$ cat src/lsch_pkg.sv
package lsch_pkg;

  localparam int SlotCount    = 16;
  localparam int TicketBits   = 16;
  localparam int SlotIdxBits  = $clog2(SlotCount);
  localparam int TotalBits    = TicketBits + SlotIdxBits;
  localparam int RndBits      = 31;
  localparam int OutTotalBits = 20;

  localparam logic [TicketBits-1:0]   TicketMax   = '1;
  localparam logic [OutTotalBits-1:0] OutTotalMax = '1;

  localparam logic [2:0] OpAssign  = 3'd0;
  localparam logic [2:0] OpReady   = 3'd1;
  localparam logic [2:0] OpMove    = 3'd2;
  localparam logic [2:0] OpRelease = 3'd3;
  localparam logic [2:0] OpDraw    = 3'd4;

  typedef logic [TicketBits-1:0]  ticket_t;
  typedef logic [TotalBits-1:0]   total_t;
  typedef logic [SlotIdxBits-1:0] slot_idx_t;

  typedef struct packed {
    logic [2:0]         operation;
    logic [3:0]         slot;
    logic [3:0]         other_slot;
    logic [15:0]        ticket_count;
    logic               is_ready;
    logic [RndBits-1:0] random_value;
  } req_t;

  typedef struct packed {
    logic                    found;
    logic [3:0]              winner_slot;
    logic [15:0]             moved;
    logic [OutTotalBits-1:0] total_ready;
  } res_t;

  function automatic logic [OutTotalBits-1:0] sat_total(input total_t t);
    if (64'(t) > 64'(OutTotalMax)) begin
      return OutTotalMax;
    end
    return OutTotalBits'(t);
  endfunction

endpackage

$ cat src/lsch_ram.sv
module lsch_ram #(
  parameter int Depth = 16,
  parameter int Width = 16
) (
  input  logic                     clk_i,
  input  logic                     we_i,
  input  logic [$clog2(Depth)-1:0] waddr_i,
  input  logic [Width-1:0]         wdata_i,
  input  logic [$clog2(Depth)-1:0] raddr_i,
  output logic [Width-1:0]         rdata_o
);

  logic [Width-1:0] mem [Depth];

  always_ff @(posedge clk_i) begin
    if (we_i) begin
      mem[waddr_i] <= wdata_i;
    end
  end

  always_ff @(posedge clk_i) begin
    rdata_o <= mem[raddr_i];
  end

endmodule

$ cat src/lsch_mod.sv
module lsch_mod (
  input  logic                         clk_i,
  input  logic                         rst_ni,
  input  logic                         start_i,
  input  logic [lsch_pkg::RndBits-1:0] dividend_i,
  input  lsch_pkg::total_t             divisor_i,
  output logic                         done_o,
  output lsch_pkg::total_t             rem_o
);

  localparam int CntBits = $clog2(lsch_pkg::RndBits);

  logic                         busy_q, done_q;
  logic [CntBits-1:0]           cnt_q;
  logic [lsch_pkg::RndBits-1:0] dvd_q;
  lsch_pkg::total_t             div_q, rem_q;
  logic [lsch_pkg::TotalBits:0] trial, div_ext;
  logic                         ge;

  assign trial   = {rem_q, dvd_q[lsch_pkg::RndBits-1]};
  assign div_ext = {1'b0, div_q};
  assign ge      = trial >= div_ext;

  always_ff @(posedge clk_i or negedge rst_ni) begin
    if (!rst_ni) begin
      busy_q <= 1'b0;
      done_q <= 1'b0;
      cnt_q  <= '0;
    end else begin
      done_q <= 1'b0;
      if (start_i) begin
        busy_q <= 1'b1;
        cnt_q  <= CntBits'(lsch_pkg::RndBits - 1);
      end else if (busy_q) begin
        cnt_q <= cnt_q - 1'b1;
        if (cnt_q == '0) begin
          busy_q <= 1'b0;
          done_q <= 1'b1;
        end
      end
    end
  end

  // restoring remainder, one dividend bit per cycle
  always_ff @(posedge clk_i) begin
    if (start_i) begin
      dvd_q <= dividend_i;
      div_q <= divisor_i;
      rem_q <= '0;
    end else if (busy_q) begin
      dvd_q <= dvd_q << 1;
      rem_q <= ge ? lsch_pkg::TotalBits'(trial - div_ext) : trial[lsch_pkg::TotalBits-1:0];
    end
  end

  assign done_o = done_q;
  assign rem_o  = rem_q;

endmodule

$ cat src/lottery_scheduler.sv
// Request accepted to result valid: a no-op goes straight to StResult; assign, set ready
// and release pass through StRdSrc, a transfer through StRdSrc, StRdDst and StWrSrc, a draw
// through the serial remainder, then one ticket RAM read per slot walked, up to 16.
// One request in flight; the next is taken in the cycle after the result register is loaded.
// Reset clears ready and in-use marks and the ready total; the ticket RAM is not cleared,
// a slot's entry is only used once it has been assigned.
module lottery_scheduler (
  input  logic           clk_i,
  input  logic           rst_ni,
  input  logic           in_valid_i,
  output logic           in_stall_o,
  input  lsch_pkg::req_t in_req_i,
  output logic           out_valid_o,
  input  logic           out_stall_i,
  output lsch_pkg::res_t out_res_o
);

  typedef enum logic [6:0] {
    StIdle   = 7'b0000001,
    StRdSrc  = 7'b0000010,
    StRdDst  = 7'b0000100,
    StWrSrc  = 7'b0001000,
    StMod    = 7'b0010000,
    StWalk   = 7'b0100000,
    StResult = 7'b1000000
  } state_e;

  function automatic lsch_pkg::ticket_t sat_ticket(input logic [15:0] v);
    if (33'(v) > 33'(lsch_pkg::TicketMax)) begin
      return lsch_pkg::TicketMax;
    end
    return lsch_pkg::TicketBits'(v);
  endfunction

  state_e                           state_q, state_d;
  lsch_pkg::req_t                   req_q, req_d;
  lsch_pkg::total_t                 total_q, total_d;
  logic [lsch_pkg::SlotCount-1:0]   ready_q, ready_d, in_use_q, in_use_d;
  logic                             found_q, found_d;
  lsch_pkg::slot_idx_t              win_q, win_d, idx_q, idx_d;
  lsch_pkg::ticket_t                m_q, m_d, src_q, src_d;
  lsch_pkg::total_t                 acc_q, acc_d, target_q, target_d;
  lsch_pkg::res_t                   res_q, res_d;
  logic                             out_valid_q, out_valid_d;

  logic                             ram_we;
  lsch_pkg::slot_idx_t              ram_waddr, ram_raddr;
  lsch_pkg::ticket_t                ram_wdata, ram_rdata;

  logic                             mod_start, mod_done;
  lsch_pkg::total_t                 mod_rem;

  logic                             in_accept, out_free;
  lsch_pkg::slot_idx_t              in_s_idx, in_d_idx, s_idx, d_idx;
  logic                             in_s_ok, in_d_ok, in_live_s, in_live_d;
  lsch_pkg::ticket_t                req_sat, room, mv;
  logic                             walk_live, walk_last;
  lsch_pkg::total_t                 acc_sum;

  lsch_ram #(
    .Depth(lsch_pkg::SlotCount),
    .Width(lsch_pkg::TicketBits)
  ) u_ram (
    .clk_i  (clk_i),
    .we_i   (ram_we),
    .waddr_i(ram_waddr),
    .wdata_i(ram_wdata),
    .raddr_i(ram_raddr),
    .rdata_o(ram_rdata)
  );

  lsch_mod u_mod (
    .clk_i     (clk_i),
    .rst_ni    (rst_ni),
    .start_i   (mod_start),
    .dividend_i(in_req_i.random_value),
    .divisor_i (total_q),
    .done_o    (mod_done),
    .rem_o     (mod_rem)
  );

  assign in_stall_o  = (state_q != StIdle);
  assign in_accept   = in_valid_i && !in_stall_o;
  assign out_free    = !out_valid_q || !out_stall_i;
  assign out_valid_o = out_valid_q;
  assign out_res_o   = res_q;

  assign in_s_idx  = lsch_pkg::SlotIdxBits'(in_req_i.slot);
  assign in_d_idx  = lsch_pkg::SlotIdxBits'(in_req_i.other_slot);
  assign in_s_ok   = 32'(in_req_i.slot) < 32'(lsch_pkg::SlotCount);
  assign in_d_ok   = 32'(in_req_i.other_slot) < 32'(lsch_pkg::SlotCount);
  assign in_live_s = in_s_ok && in_use_q[in_s_idx];
  assign in_live_d = in_d_ok && in_use_q[in_d_idx];
  assign s_idx     = lsch_pkg::SlotIdxBits'(req_q.slot);
  assign d_idx     = lsch_pkg::SlotIdxBits'(req_q.other_slot);

  // transfer: rdata holds the destination count in StRdDst
  always_comb begin
    req_sat = sat_ticket(req_q.ticket_count);
    room    = lsch_pkg::TicketMax - ram_rdata;
    mv      = req_sat;
    if (src_q < mv) begin
      mv = src_q;
    end
    if (room < mv) begin
      mv = room;
    end
  end

  assign walk_live = ready_q[idx_q] && in_use_q[idx_q];
  assign walk_last = idx_q == lsch_pkg::SlotIdxBits'(lsch_pkg::SlotCount - 1);
  assign acc_sum   = acc_q + (walk_live ? lsch_pkg::TotalBits'(ram_rdata) : '0);

  always_comb begin
    state_d     = state_q;
    req_d       = req_q;
    total_d     = total_q;
    ready_d     = ready_q;
    in_use_d    = in_use_q;
    found_d     = found_q;
    win_d       = win_q;
    idx_d       = idx_q;
    m_d         = m_q;
    src_d       = src_q;
    acc_d       = acc_q;
    target_d    = target_q;
    res_d       = res_q;
    out_valid_d = out_valid_q && out_stall_i;
    ram_we      = 1'b0;
    ram_waddr   = s_idx;
    ram_wdata   = sat_ticket(req_q.ticket_count);
    ram_raddr   = '0;
    mod_start   = 1'b0;

    case (state_q)
      StIdle: begin
        ram_raddr = in_s_idx;
        if (in_accept) begin
          req_d   = in_req_i;
          found_d = 1'b0;
          win_d   = '0;
          m_d     = '0;
          state_d = StResult;
          case (in_req_i.operation)
            lsch_pkg::OpAssign: begin
              if (in_s_ok) state_d = StRdSrc;
            end
            lsch_pkg::OpReady: begin
              if (in_live_s && (ready_q[in_s_idx] != in_req_i.is_ready)) state_d = StRdSrc;
            end
            lsch_pkg::OpMove: begin
              if (in_live_s && in_live_d && (in_req_i.slot != in_req_i.other_slot)) begin
                state_d = StRdSrc;
              end
            end
            lsch_pkg::OpRelease: begin
              if (in_live_s) state_d = StRdSrc;
            end
            lsch_pkg::OpDraw: begin
              if (total_q != '0) begin
                mod_start = 1'b1;
                state_d   = StMod;
              end
            end
            default: ;
          endcase
        end
      end
      StRdSrc: begin
        ram_raddr = d_idx;
        state_d   = StResult;
        case (req_q.operation)
          lsch_pkg::OpAssign: begin
            if (in_use_q[s_idx] && ready_q[s_idx]) begin
              total_d = total_q - lsch_pkg::TotalBits'(ram_rdata);
            end
            ram_we          = 1'b1;
            ready_d[s_idx]  = 1'b0;
            in_use_d[s_idx] = 1'b1;
          end
          lsch_pkg::OpReady: begin
            if (req_q.is_ready) begin
              total_d = total_q + lsch_pkg::TotalBits'(ram_rdata);
            end else begin
              total_d = total_q - lsch_pkg::TotalBits'(ram_rdata);
            end
            ready_d[s_idx] = req_q.is_ready;
          end
          lsch_pkg::OpMove: begin
            src_d   = ram_rdata;
            state_d = StRdDst;
          end
          lsch_pkg::OpRelease: begin
            if (ready_q[s_idx]) begin
              total_d = total_q - lsch_pkg::TotalBits'(ram_rdata);
            end
            ready_d[s_idx]  = 1'b0;
            in_use_d[s_idx] = 1'b0;
          end
          default: ;
        endcase
      end
      StRdDst: begin
        ram_we    = 1'b1;
        ram_waddr = d_idx;
        ram_wdata = ram_rdata + mv;
        m_d       = mv;
        if (ready_q[s_idx] && !ready_q[d_idx]) begin
          total_d = total_q - lsch_pkg::TotalBits'(mv);
        end else if (ready_q[d_idx] && !ready_q[s_idx]) begin
          total_d = total_q + lsch_pkg::TotalBits'(mv);
        end
        state_d = StWrSrc;
      end
      StWrSrc: begin
        ram_we    = 1'b1;
        ram_wdata = src_q - m_q;
        state_d   = StResult;
      end
      StMod: begin
        if (mod_done) begin
          target_d = mod_rem + 1'b1;
          acc_d    = '0;
          idx_d    = '0;
          state_d  = StWalk;
        end
      end
      StWalk: begin
        ram_raddr = idx_q + 1'b1;
        acc_d     = acc_sum;
        if (walk_live && (target_q <= acc_sum)) begin
          found_d = 1'b1;
          win_d   = idx_q;
          state_d = StResult;
        end else if (walk_last) begin
          state_d = StResult;
        end else begin
          idx_d = idx_q + 1'b1;
        end
      end
      StResult: begin
        if (out_free) begin
          res_d.found       = found_q;
          res_d.winner_slot = 4'(win_q);
          res_d.moved       = 16'(m_q);
          res_d.total_ready = lsch_pkg::sat_total(total_q);
          out_valid_d       = 1'b1;
          state_d           = StIdle;
        end
      end
      default: state_d = StIdle;
    endcase
  end

  always_ff @(posedge clk_i or negedge rst_ni) begin
    if (!rst_ni) begin
      state_q     <= StIdle;
      total_q     <= '0;
      ready_q     <= '0;
      in_use_q    <= '0;
      out_valid_q <= 1'b0;
    end else begin
      state_q     <= state_d;
      total_q     <= total_d;
      ready_q     <= ready_d;
      in_use_q    <= in_use_d;
      out_valid_q <= out_valid_d;
    end
  end

  always_ff @(posedge clk_i) begin
    req_q    <= req_d;
    found_q  <= found_d;
    win_q    <= win_d;
    idx_q    <= idx_d;
    m_q      <= m_d;
    src_q    <= src_d;
    acc_q    <= acc_d;
    target_q <= target_d;
    res_q    <= res_d;
  end

endmodule

$ cat config.mk
export PLATFORM = sky130hd
export DESIGN_NAME = lottery_scheduler
export DESIGN_NICKNAME = d
export VERILOG_FILES = /design/src/lsch_pkg.sv /design/src/lsch_ram.sv /design/src/lsch_mod.sv /design/src/lottery_scheduler.sv
export SDC_FILE = /design/constraint.sdc
export NUM_CORES = 1
export LEC_CHECK = 0
export BUFFER_PORTS_ARGS = -buffer_cell sky130_fd_sc_hd__buf_2
export CAP_MARGIN = 20
export CORE_MARGIN = 2
export CORE_UTILIZATION = 55
export CTS_BUF_LIST = sky130_fd_sc_hd__clkbuf_8
export DETAILED_ROUTE_END_ITERATION = 16
export GPL_TIMING_DRIVEN = 0
export PLACE_DENSITY = 0.79
export REMOVE_ABC_BUFFERS = 1
export SLEW_MARGIN = 20
export SYNTH_ARGS = -nofsm -noshare
export SYNTH_HDL_FRONTEND = slang
export SYNTH_SLANG_ARGS = --single-unit
$ cat constraint.sdc
create_clock -name clk_i -period 8.8 [get_ports clk_i]
set_clock_uncertainty 0.05 [all_clocks]
set_input_delay 1.32 -clock clk_i [delete_from_list [all_inputs] [get_ports clk_i]]
set_output_delay 1.32 -clock clk_i [all_outputs]
set_load 0.05 [all_outputs]
; Yosys cells after proc, flatten, opt, wreduce, memory -nomap -nowiden
; Memory sizes are Yosys's and may differ from the RTL's. A register that Yosys moved wholly into a read port is not among the register bits.
; Cells that the tools add are included.
[op_classes]
n_addsub = 12
n_lt_le_gt_ge = 10
eq_ne = 29
mux = 81
bitwise_logic = 4
reduce_logical = 42
[op_table]
columns = op, n
row1 = $mux 20, 7
row2 = $pmux 16 s2, 4
row3 = $pmux 20 s2, 2
row4 = $mux 7, 10
row5 = $mux 16, 4
row6 = $mux 31, 2
row7 = $add 20x16->20, 3
row8 = $pmux 20 s3, 1
row9 = $pmux 7 s7, 1
row10 = $sub 20x16->20, 2
row11 = $pmux 7 s5, 1
row12 = $and 16x16->16, 2
row13 = $bmux 1 s4, 8
row14 = $lt 16x16->1, 2
row15 = $mux 1, 26
row16 = $lt 4x5->1 const B, 5
row17 = $mux 4, 6
row18 = $ge 21x20->1, 1
row19 = $add 20x1->20 const B, 1
row20 = $le 20x20->1, 1
row21 = $reduce_bool 20->1, 1
row22 = $sub 20x20->20, 1
row23 = $add 16x16->16, 1
row24 = $bwmux 16, 1
row25 = other kinds (41), 85
[totals]
reg_bits = 288
ramBits = 256
memories = 1
[mem_list]
columns = name, depth, width, rd, rd_clocked_by_memory_dff, write_ports, line_no
row1 = u_ram.mem, 16, 16, 1, 1, 1, lsch_ram.sv:13  ; logic [Width-1:0] mem [Depth];

; Longest topological paths before layout
; Gate-level depths: netlist of run 1.
[logic_depth]
ltp_word = 9
depth_mapped = 33
depth_no_buf = 30

; Cells and area by module
; From an unflattened synthesis of run 1, not the netlist that was laid out.
[hier_totals]
cells_unflattened = 2475
hier_area_um2 = 30569.3
[by_module_without_submodules]
columns = mod, instances, cells_each, area_each_um2, seq_area_each_um2
row1 = lottery_scheduler, 1, 1673, 16311.9, 6007.0
row2 = lsch_ram, 1, 432, 10043.4, 8007.7
row3 = lsch_mod, 1, 370, 4214.0, 2107.0

; Least setup slack after synthesis of run 1
; OpenSTA, ideal clock, no wires.
[synth_timing]
path_type = flip-flop to flip-flop
startpoint = reg src_q[11]
endpoint = mem u_ram.mem[0][14] (data pin)
setup_ps = 330
arrival_ps = 6985
required_time_ps = 8420
slack_ps = 1435
path_stages_with_launch = 31
path_buffers = 3
synth_period_minus_slack_ps = 7365
path_cell_list = edfxtp_1 -> ha_1 -> nand4_1 -> nor4_2 -> a21oi_2 -> nand2_2 -> buf_1 -> mux2i_1 -> ha_1 -> and3_1 -> a221o_1 -> a221o_1 -> a21oi_1 -> o21a_1 -> buf_6 -> buf_2 -> nor2_1 -> a21oi_1 -> inv_1 -> ha_1 -> fa_1 -> a21o_1 -> a21o_1 -> a21oi_1 -> o21bai_1 -> a21oi_1 -> o21ai_0 -> o41ai_1 -> o21ai_0 -> xnor2_1 -> o21ai_0
[synth_via]
elab_chain_len = 6
elab_cells_between_ends = 7
[synth_rtl]
columns = item, line_no
row1 = "start, declared", lottery_scheduler.sv:41  ; lsch_pkg::ticket_t m_q, m_d, src_q, src_d;
row2 = "start signal, assigned", lottery_scheduler.sv:277  ; src_q <= src_d;
row3 = $lt 16x16->1, lottery_scheduler.sv:102  ; if (src_q < mv) begin
row4 = $mux 16 (*), lottery_scheduler.sv:102
row5 = $lt 16x16->1, lottery_scheduler.sv:105  ; if (room < mv) begin
row6 = $mux 16 (*), lottery_scheduler.sv:105
row7 = net mv[0], lottery_scheduler.sv:56  ; lsch_pkg::ticket_t req_sat, room, mv;
row8 = $add 16x16->16 (*), lottery_scheduler.sv:206  ; ram_wdata = ram_rdata + mv;
row9 = $pmux 16 s2 (*), lottery_scheduler.sv:135  ; case (state_q)
row10 = net ram_wdata[14], lottery_scheduler.sv:48  ; lsch_pkg::ticket_t ram_wdata, ram_rdata;
row11 = "end, declared", lsch_ram.sv:13
; The timed path passes the listed nets; every way through them passes the cells marked *.

; Final worst setup path of run 1
[layout_timing]
startpoint = reg req_q (netlist bit req_sat[11])
endpoint = mem u_ram.mem[4][14] (data pin)
[layout_via]
elab_chain_len = 6
[layout_rtl]
columns = item, line_no
row1 = "start, declared", lottery_scheduler.sv:36  ; lsch_pkg::req_t req_q, req_d;
row2 = "start signal, assigned", lottery_scheduler.sv:272  ; req_q <= req_d;
row3 = $lt 16x16->1, lottery_scheduler.sv:102
row4 = $mux 16 (*), lottery_scheduler.sv:102
row5 = $lt 16x16->1, lottery_scheduler.sv:105
row6 = $mux 16 (*), lottery_scheduler.sv:105
row7 = net mv[0], lottery_scheduler.sv:56
row8 = $add 16x16->16 (*), lottery_scheduler.sv:206
row9 = $pmux 16 s2 (*), lottery_scheduler.sv:135
row10 = net ram_wdata[14], lottery_scheduler.sv:48
; Marked as above.

==> impl_metrics.py, run 1 <==
metrics = {
    "power_and_ir_drop": {
        "vdd_ir_drop_max_uv": 165,
        "internal_power_mw": 6.63,
        "p_total_mw": 11.1,
        "p_seq_share_pct": 34.9,
        "sw_frac_of_total_pct": 40.4,
        "p_per_area_mw_per_mm2": 325,
        "switchingPower_mw": 4.50,
        "clkPwrFrac_pct": 21.5,
        "leakagePower_nw": 13.5,
        "power_frac_comb_pct": 43.6,
    },
    "final_layout": {
        "antenna_cells": 0,
        "area_delta_synth_final_pct": 12.1,
        "layout-drive-gt1-share_pct": 14.0,
        "utilization_pct": 62.3,
        "layout.cells.non_filler": 3715,
        "final_common_cell": "edfxtp_1",
        "final_cell_mix": "edfxtp_1 (457), nand2_1 (359), nor2_1 (187)",
        "final_nets": 3131,
        "design_area_sq_mm": 0.0343,
    },
    "global_route": {
        "grt_pass1_vias": 22900,
        "globalRouteTotalUtil_pct": 27.1,
        "gr-total-overflow": 0,
        "grt_antenna_before_repair": 0,
        "grt_max_degree": 76,
        "grt_pass1_wl_um": 121000,
    },
    "sta": {
        "rsz0062_at_grt": "false",
        "worstMarginPinSlew_ps": 1100,
        "fin_crit_ps": 8220,
        "setup_viol": 0,
        "hold_violations": 0,
        "fin_crit_sh_pct": 93.4,
        "final-max-slew-violation-count": 0,
        "slew_headroom_pct": 26.3,
        "holdWs_ps": 370,
        "max_freq_mhz": 122,
    },
    "floorplanning": {
        "ioPinCount": 106,
        "dieHeight_um": 240,
        "die_w_um": 240,
        "core_sq_mm": 0.0551,
        "initial_utilization_pct": 55.6,
        "die_area_sq_mm": 0.0576,
        "core.rowCount": 86,
    },
    "synth": {
        "synth_edf_count": 457,
        "async_flop_share_pct": 12.0,
        "seq_area_frac_synth_pct": 52.7,
        "synth_area_sq_mm": 0.0306,
        "ys_warn_count": 0,
        "syn_area_per_cell_sq_um": 11.1,
        "synthDistinctLibCells": 87,
        "synth-seq-cells": 560,
        "ys.flop_type": "edfxtp_1",
        "synthCells": 2770,
    },
    "placement": {
        "numPortBuffers": 105,
        "post-dp-hpwl_um": 54600,
        "place.gp.congestion": 0.926,
        "placed_area_sq_mm": 0.0323,
        "dp_cells": 3543,
    },
    "detailed_routing": {
        "drt-total-wl_um": 77400,
        "ant_nets": 0,
        "dr.first_iter.drc_count": 2122,
        "vias": 22700,
        "firstDrtPassIters": 5,
        "drc": 0,
        "wl_per_cell_um": 20.8,
        "vias_per_cell": 6.12,
    },
    "critical_path": {
        "end_kind": "flop",
        "cp_common_cell": "a21oi_1",
        "start_kind": "flop",
        "critPathMaxFanout": 28,
        "cp_slowest_cell": "o41ai_1",
        "crit_family": "compound AO/OA/AOI/OAI gates",
        "crit_type": "reg -> reg",
        "cpPeakStageDelay_ps": 540,
        "cp.arrival_ps": 8590,
        "cp.buffers_inverters": 2,
        "crit_required_ps": 9170,
    },
    "min_path": {
        "min_path_type": "reg -> reg",
    },
    "cts": {
        "cts.sinks": 560,
        "clock_latency_ps": 720,
        "cts_buffer_depth": 3,
        "cts_root_buf": "clkbuf_8",
        "cts_buffers": 92,
        "htree_levels": 3,
        "cts_tree": "yes",
        "path_clk_slew_ps": 60,
        "post_cts_buffers": 0,
    },
    "job": {
        "cap_violations": 0,
    },
    "outcome": {
        "outcome": "completed",
    },
}
==> layout make-up <==
class | count | area (sq um)
inverters | 130 | 490
multi-input cells | 1965 | 13800
flip-flops and latches | 560 | 16100
clock buffers | 99 | 1360
fillers | 4265 | 20800
repair buffers | 141 | 1030
well taps | 748 | 936
clock inverters | 72 | 567
==> timing repair <==
action,in CTS,in global routing
hold buffers,0,0
gates resized for setup,0,2
setup endpoints to repair,0,16
==> routing by layer <==
layer | share of wire (%) | vias to the layer above | global-route usage, % | wire length (um)
met2 | 50 | 885 | 46.4 | 38400
met4 | 4.6 | 0 | 14.1 | 3550
li1 | - | 10500 | - | -
met5 | 0 | - | 0 | 0
met3 | 6.6 | 212 | 4.86 | 5080
met1 | 39 | 11100 | 33.0 | 30300
==> power by group through the flow <==
stage          combinational [mW]  clock [mW]  sequential, mW
2_1_floorplan                3.49           0            3.86
3_3_place_gp                 4.51           0            3.91
3_5_place_dp                 4.76           0            3.92
4_1_cts                      4.80        2.42            3.87
5_1_grt                      5.34        2.53            3.92
6_report                     4.86        2.39            3.89
==> sequential cells by signal (all words and copies together) (netlist names), 5 cells and up, named ones only <==
signal / count
src_q: 16
total_q: 20
u_mod.div_q: 20
u_mod.dvd_q: 31
u_mod.cnt_q: 5
ready_q: 16
target_q: 20
m_q: 16
u_ram.rdata_o: 16
state_q: 7
req_sat: 16
acc_q: 20
out_res_o: 41
u_ram.mem: 256
u_mod.rem_o: 20
==> path summary, 6_finish.rpt <==
path	cells after the start	end	slack (ps)	from
max reg2reg	28	u_ram.mem[4][14]	580	req_sat[11]
min in group asynchronous	1	ready_q[10]	470	rst_ni
min	0	out_res_o[37]	370	win_q[1]
min reg2reg	0	out_res_o[37]	370	win_q[1]
max	28	u_ram.mem[4][14]	580	req_sat[11]
max in group asynchronous	2	state_q[0]	7610	rst_ni
==> logic make-up after synthesis <==
| family | share of synthesized area [%] |
|---|---|
| AND/OR/NAND/NOR | 13.9 |
| AO/OA/AOI/OAI | 13.6 |
| flip-flops | 52.7 |
| buffers and inverters | 3.22 |
| adder cells (fa/ha/maj) | 7.45 |
| XOR/XNOR | 3.72 |
| multiplexers | 5.53 |
==> synthesized netlist by cell type, drive strengths merged (38+ instances only) <==
master	instances	area share [%]
clkbuf	77	0.94
ha	171	7.0
a31oi	58	1.2
nor2	206	2.5
mux2i	52	1.8
dfrtp	66	5.4
a211oi	102	2.5
and2	91	1.9
edfxtp	457	45
a21o	43	1.1
inv	128	1.6
buf	38	0.68
nand2	360	4.4
xnor2	93	2.7
o21ai	102	1.7
nand3	54	0.88
mux2	39	1.4
a21oi	148	2.4
nor3	50	0.82
==> per-stage QoR <==
step	setup TNS, ps	setup slack, ps
after floorplan	-15380	-961
after global placement	-127410	-6040
after detailed placement	0	268
after CTS	0	218
after global routing	0	91.8
final	0	579
Power figures use the tool's default switching activity.
==> run 2, diff against run 1 <==
==> constraint.sdc (replaced) <==
create_clock -name clk_i -period 8.8 [get_ports clk_i]
set_clock_uncertainty 0.05 [all_clocks]
set_input_delay 0.44 -clock clk_i [delete_from_list [all_inputs] [get_ports clk_i]]
set_output_delay 0.44 -clock clk_i [all_outputs]
set_load 0.05 [all_outputs]
==> impl_metrics.py, run 2 (synthesis gave the netlist of run 1 again) <==
metrics = {
    "outcome": {
        "outcome": "completed",
    },
    "cts": {
        "clock_latency_ps": 720,
        "post_cts_buffers": 0,
        "cts_root_buf": "clkbuf_8",
        "cts_buffers": 92,
        "htree_levels": 3,
        "cts_tree": "yes",
        "path_clk_slew_ps": 60,
        "cts_buffer_depth": 3,
        "cts.sinks": 560,
    },
    "sta": {
        "slew_headroom_pct": 23.8,
        "worstMarginPinSlew_ps": 1140,
        "rsz0062_at_grt": "false",
        "setup_viol": 0,
        "hold_violations": 0,
        "fin_crit_sh_pct": 93.3,
        "max_freq_mhz": 122,
        "fin_crit_ps": 8210,
        "timing.setup.tns_ps": 0,
        "worst_slack_ps": 591,
        "final-max-slew-violation-count": 0,
    },
    "placement": {
        "numPortBuffers": 105,
        "post-dp-hpwl_um": 54600,
        "dp_cells": 3543,
        "place.gp.congestion": 0.926,
        "dp_slack_ps": 268,
    },
    "final_layout": {
        "final_cell_mix": "edfxtp_1 (457), nand2_1 (359), nor2_1 (187)",
        "top_register": "u_ram.mem",
        "largest_reg_flops": 256,
        "layout-drive-gt1-share_pct": 13.7,
        "final_common_cell": "edfxtp_1",
        "area_delta_synth_final_pct": 14.0,
        "layout.cells.non_filler": 3776,
        "final_nets": 3191,
    },
    "critical_path": {
        "start_kind": "flop",
        "crit_required_ps": 9170,
        "cp-startpoint": "req_sat[11]",
        "critPathMaxFanout": 28,
        "cp_slowest_cell": "o21a_2",
        "timing.rr.start": "req_sat[11]",
        "cpPeakStageDelay_ps": 530,
        "crit_type": "reg -> reg",
        "cp_common_cell": "a21oi_1",
        "end_kind": "flop",
        "cp.arrival_ps": 8570,
    },
    "floorplanning": {
        "die_w_um": 240,
        "core_sq_mm": 0.0551,
        "initial_utilization_pct": 55.6,
        "die_area_sq_mm": 0.0576,
        "core.rowCount": 86,
        "ioPinCount": 106,
        "dieHeight_um": 240,
    },
    "global_route": {
        "grt_use_met1_pct": 33.3,
        "gr-max-usage-layer": "met2",
        "grt_antenna_before_repair": 1,
        "grt_pass1_wl_um": 123000,
        "gr-total-overflow": 0,
        "grtUsageMet3_pct": 4.87,
        "globalRouteTotalUtil_pct": 27.7,
        "grt_pass1_vias": 23200,
        "globalRouteMet2Util_pct": 47.7,
        "grt_max_degree": 76,
    },
    "job": {
        "cap_violations": 0,
    },
    "power_and_ir_drop": {
        "leakagePower_nw": 13.7,
        "vdd_ir_drop_max_uv": 187,
        "p_total_mw": 11.2,
        "p_per_area_mw_per_mm2": 321,
    },
    "detailed_routing": {
        "firstDrtPassIters": 5,
        "ant_nets": 0,
        "drt-total-wl_um": 79200,
        "vias": 23100,
        "drc": 0,
        "wl_per_cell_um": 21.0,
        "vias_per_cell": 6.11,
        "dr.first_iter.drc_count": 2132,
    },
    "min_path": {
        "min_path_type": "in -> reg",
        "min-delay-start": "in_req_i[53]",
    },
}
## run 2: where the power goes
group,switching (mW),internal [mW],total (mW)
Sequential,0.508,3.39,3.89
Combinational,2.92,1.97,4.90
Clock,1.10,1.29,2.40
Total,4.54,6.65,11.2
## run 2: timing repair
action / 4_1_cts / 5_1_grt
endpoints found under the hold margin: 126 / 0
gates resized for setup: 0 / 2
hold buffers: 60 / 0
setup endpoints to repair: 0 / 16
## run 2: path summary, 6_finish.rpt
kind	endpoint	slack, ps	cells after the start
max in group asynchronous	state_q[0]	7940	3
min reg2reg	out_res_o[37]	370	0
min in group asynchronous	async pin	150	2
max	u_ram.mem[13][14]	590	28
max reg2reg	u_ram.mem[13][14]	590	28
min	s_idx[1]	130	1
## run 2: per-layer routing
metal | part of all wire, % | vias up
li1 | - | 10700
met3 | 6.7 | 229
met1 | 39 | 11200
met5 | 0 | -
met4 | 4.7 | 0
met2 | 50 | 952
## run 2: cell type report
cell class	count	area [sq um]
fillers	4171	20200
flip-flops and latches	560	16100
multi-input cells	1965	13800
repair buffers	201	1630
clock buffers	99	1360
well taps	748	936
clock inverters	72	567
inverters	130	490
diodes	1	2.50
## run 2: stage by stage
stage                     hold slack (ps)  utilization (%)  area [sq um]
after floorplan                      94.4                -         30100
after global placement                359             57.3         31600
after detailed placement              318             58.7         32300
after CTS                            62.1             63.3         34900
after global routing                 98.4             63.4         34900
final                                 131             63.4         34900
## run 2: critical path, delay by kind of cell, from the launching register on
kind,cells,cell delay [ps]
AOI/OAI and AO/OA,18,4920
xor gates and xnor gates,1,190
adders and majority gates,4,1320
buffers and inverters,2,200
DFF,1,430
muxes,1,340
and+or+nand+nor,2,450
==> run 3, diff against run 2 <==
CORE_ASPECT_RATIO = 1.1   (was not set)
==> impl_metrics.py, run 3 (synthesis gave the netlist of run 1 again) <==
metrics = {
    "sta": {
        "slew_headroom_pct": 24.4,
        "worst_slack_ps": 751,
        "final-max-slew-violation-count": 0,
        "fin_crit_ps": 8050,
        "fin_crit_sh_pct": 91.5,
        "setup_viol": 0,
        "worstMarginPinSlew_ps": 1130,
        "rsz0062_at_grt": "false",
        "max_freq_mhz": 124,
        "hold_violations": 0,
    },
    "cts": {
        "cts_tree": "yes",
        "post_cts_buffers": 0,
        "cts_root_buf": "clkbuf_8",
        "htree_levels": 3,
        "clock_latency_ps": 700,
        "cts_buffer_depth": 3,
        "cts.sinks": 560,
        "cts_buffers": 89,
        "path_clk_slew_ps": 70,
    },
    "power_and_ir_drop": {
        "p_per_area_mw_per_mm2": 318,
        "leakagePower_nw": 13.7,
        "p_total_mw": 11.0,
        "vdd_ir_drop_max_uv": 207,
    },
    "global_route": {
        "gr-total-overflow": 0,
        "grt_max_degree": 83,
        "grt_pass1_vias": 23300,
        "globalRouteTotalUtil_pct": 27.2,
        "grt_pass1_wl_um": 123000,
        "grt_antenna_before_repair": 1,
    },
    "placement": {
        "place.gp.congestion": 0.945,
        "dp_cells": 3537,
        "dp_slack_ps": 574,
        "post-dp-hpwl_um": 55400,
        "placed_area_sq_mm": 0.0324,
        "numPortBuffers": 105,
    },
    "critical_path": {
        "cp.arrival_ps": 8320,
        "cp.buffers_inverters": 2,
        "crit_type": "reg -> reg",
        "critPathMaxFanout": 28,
        "end_kind": "flop",
        "cpPeakStageDelay_ps": 530,
        "crit_required_ps": 9070,
        "cp_slowest_cell": "o21a_2",
        "crit_family": "compound AO/OA/AOI/OAI gates",
        "start_kind": "flop",
    },
    "detailed_routing": {
        "dr.first_iter.drc_count": 2170,
        "drt-total-wl_um": 79200,
        "vias": 23100,
        "firstDrtPassIters": 5,
        "ant_nets": 0,
        "vias_per_cell": 6.15,
        "wl_per_cell_um": 21.1,
        "drc": 0,
    },
    "floorplanning": {
        "die_area_sq_mm": 0.0576,
        "dieHeight_um": 251,
        "core_sq_mm": 0.0550,
        "core.rowCount": 90,
        "initial_utilization_pct": 55.7,
        "ioPinCount": 106,
        "die_w_um": 229,
    },
    "min_path": {
        "min_path_type": "in -> reg",
    },
    "final_layout": {
        "layout.cells.non_filler": 3759,
        "top_register": "u_ram.mem",
        "largest_reg_flops": 256,
        "fill_cells": 4216,
        "utilization_pct": 63.2,
        "layout-drive-gt1-share_pct": 13.5,
        "final_nets": 3187,
        "final_cell_mix": "edfxtp_1 (457), nand2_1 (359), nor2_1 (188)",
        "final_common_cell": "edfxtp_1",
        "area_delta_synth_final_pct": 13.5,
        "design_area_sq_mm": 0.0348,
    },
    "outcome": {
        "outcome": "completed",
    },
    "job": {
        "cap_violations": 0,
    },
}
[run 3: final cells by class]
class                           count  area (sq um)  share of cell area, %
Sequential cell                   560         16100                   46.4
Multi-Input combinational cell   1965         13800                   39.6
Timing Repair Buffer              200          1650                   4.75
Clock buffer                       99          1360                   3.92
Tap cell                          736           921                   2.65
Inverter                          130           490                   1.41
Clock inverter                     68           448                   1.29
Antenna cell                        1          2.50                0.00720
[run 3: power by group]
| part | internal [mW] | total [mW] | switching (mW) |
|---|---|---|---|
| sequential | 3.39 | 3.89 | 0.501 |
| clock | 1.19 | 2.26 | 1.07 |
| combinational | 1.96 | 4.90 | 2.93 |
[run 3: worst paths after layout]
check                              from               end  slack, ps  cells past startpoint
min in group asynchronous        rst_ni        ready_q[9]        130                      2
max in group asynchronous        rst_ni        state_q[0]       7960                      3
min                        in_req_i[54]          s_idx[2]         30                      1
min reg2reg                     found_q     out_res_o[40]        370                      0
max                         req_sat[11]  u_ram.mem[2][15]        750                     27
max reg2reg                 req_sat[11]  u_ram.mem[2][15]        750                     27
[run 3: timing repair]
| item | 4_1_cts | 5_1_grt |
|---|---|---|
| hold buffers | 54 | 0 |
| gates resized for setup | 0 | 1 |
| setup endpoints to repair | 0 | 16 |
| hold endpoints to repair | 120 | 0 |
[run 3: layer usage]
metal | wire length, um | share of wire [%] | global-route usage [%]
met5 | 0 | 0 | 0
met3 | 4820 | 6.1 | 4.18
met4 | 3500 | 4.4 | 13.1
met2 | 40100 | 51 | 48.0
met1 | 30900 | 39 | 32.5
[run 3: per-stage QoR]
step / TNS, ps / hold WS [ps]
5_1_grt: 0 / 25.4
4_1_cts: 0 / 3.27
3_5_place_dp: 0 / 277
3_3_place_gp: -129050 / 360
6_report: 0 / 27.7
2_1_floorplan: -14710 / 94.4
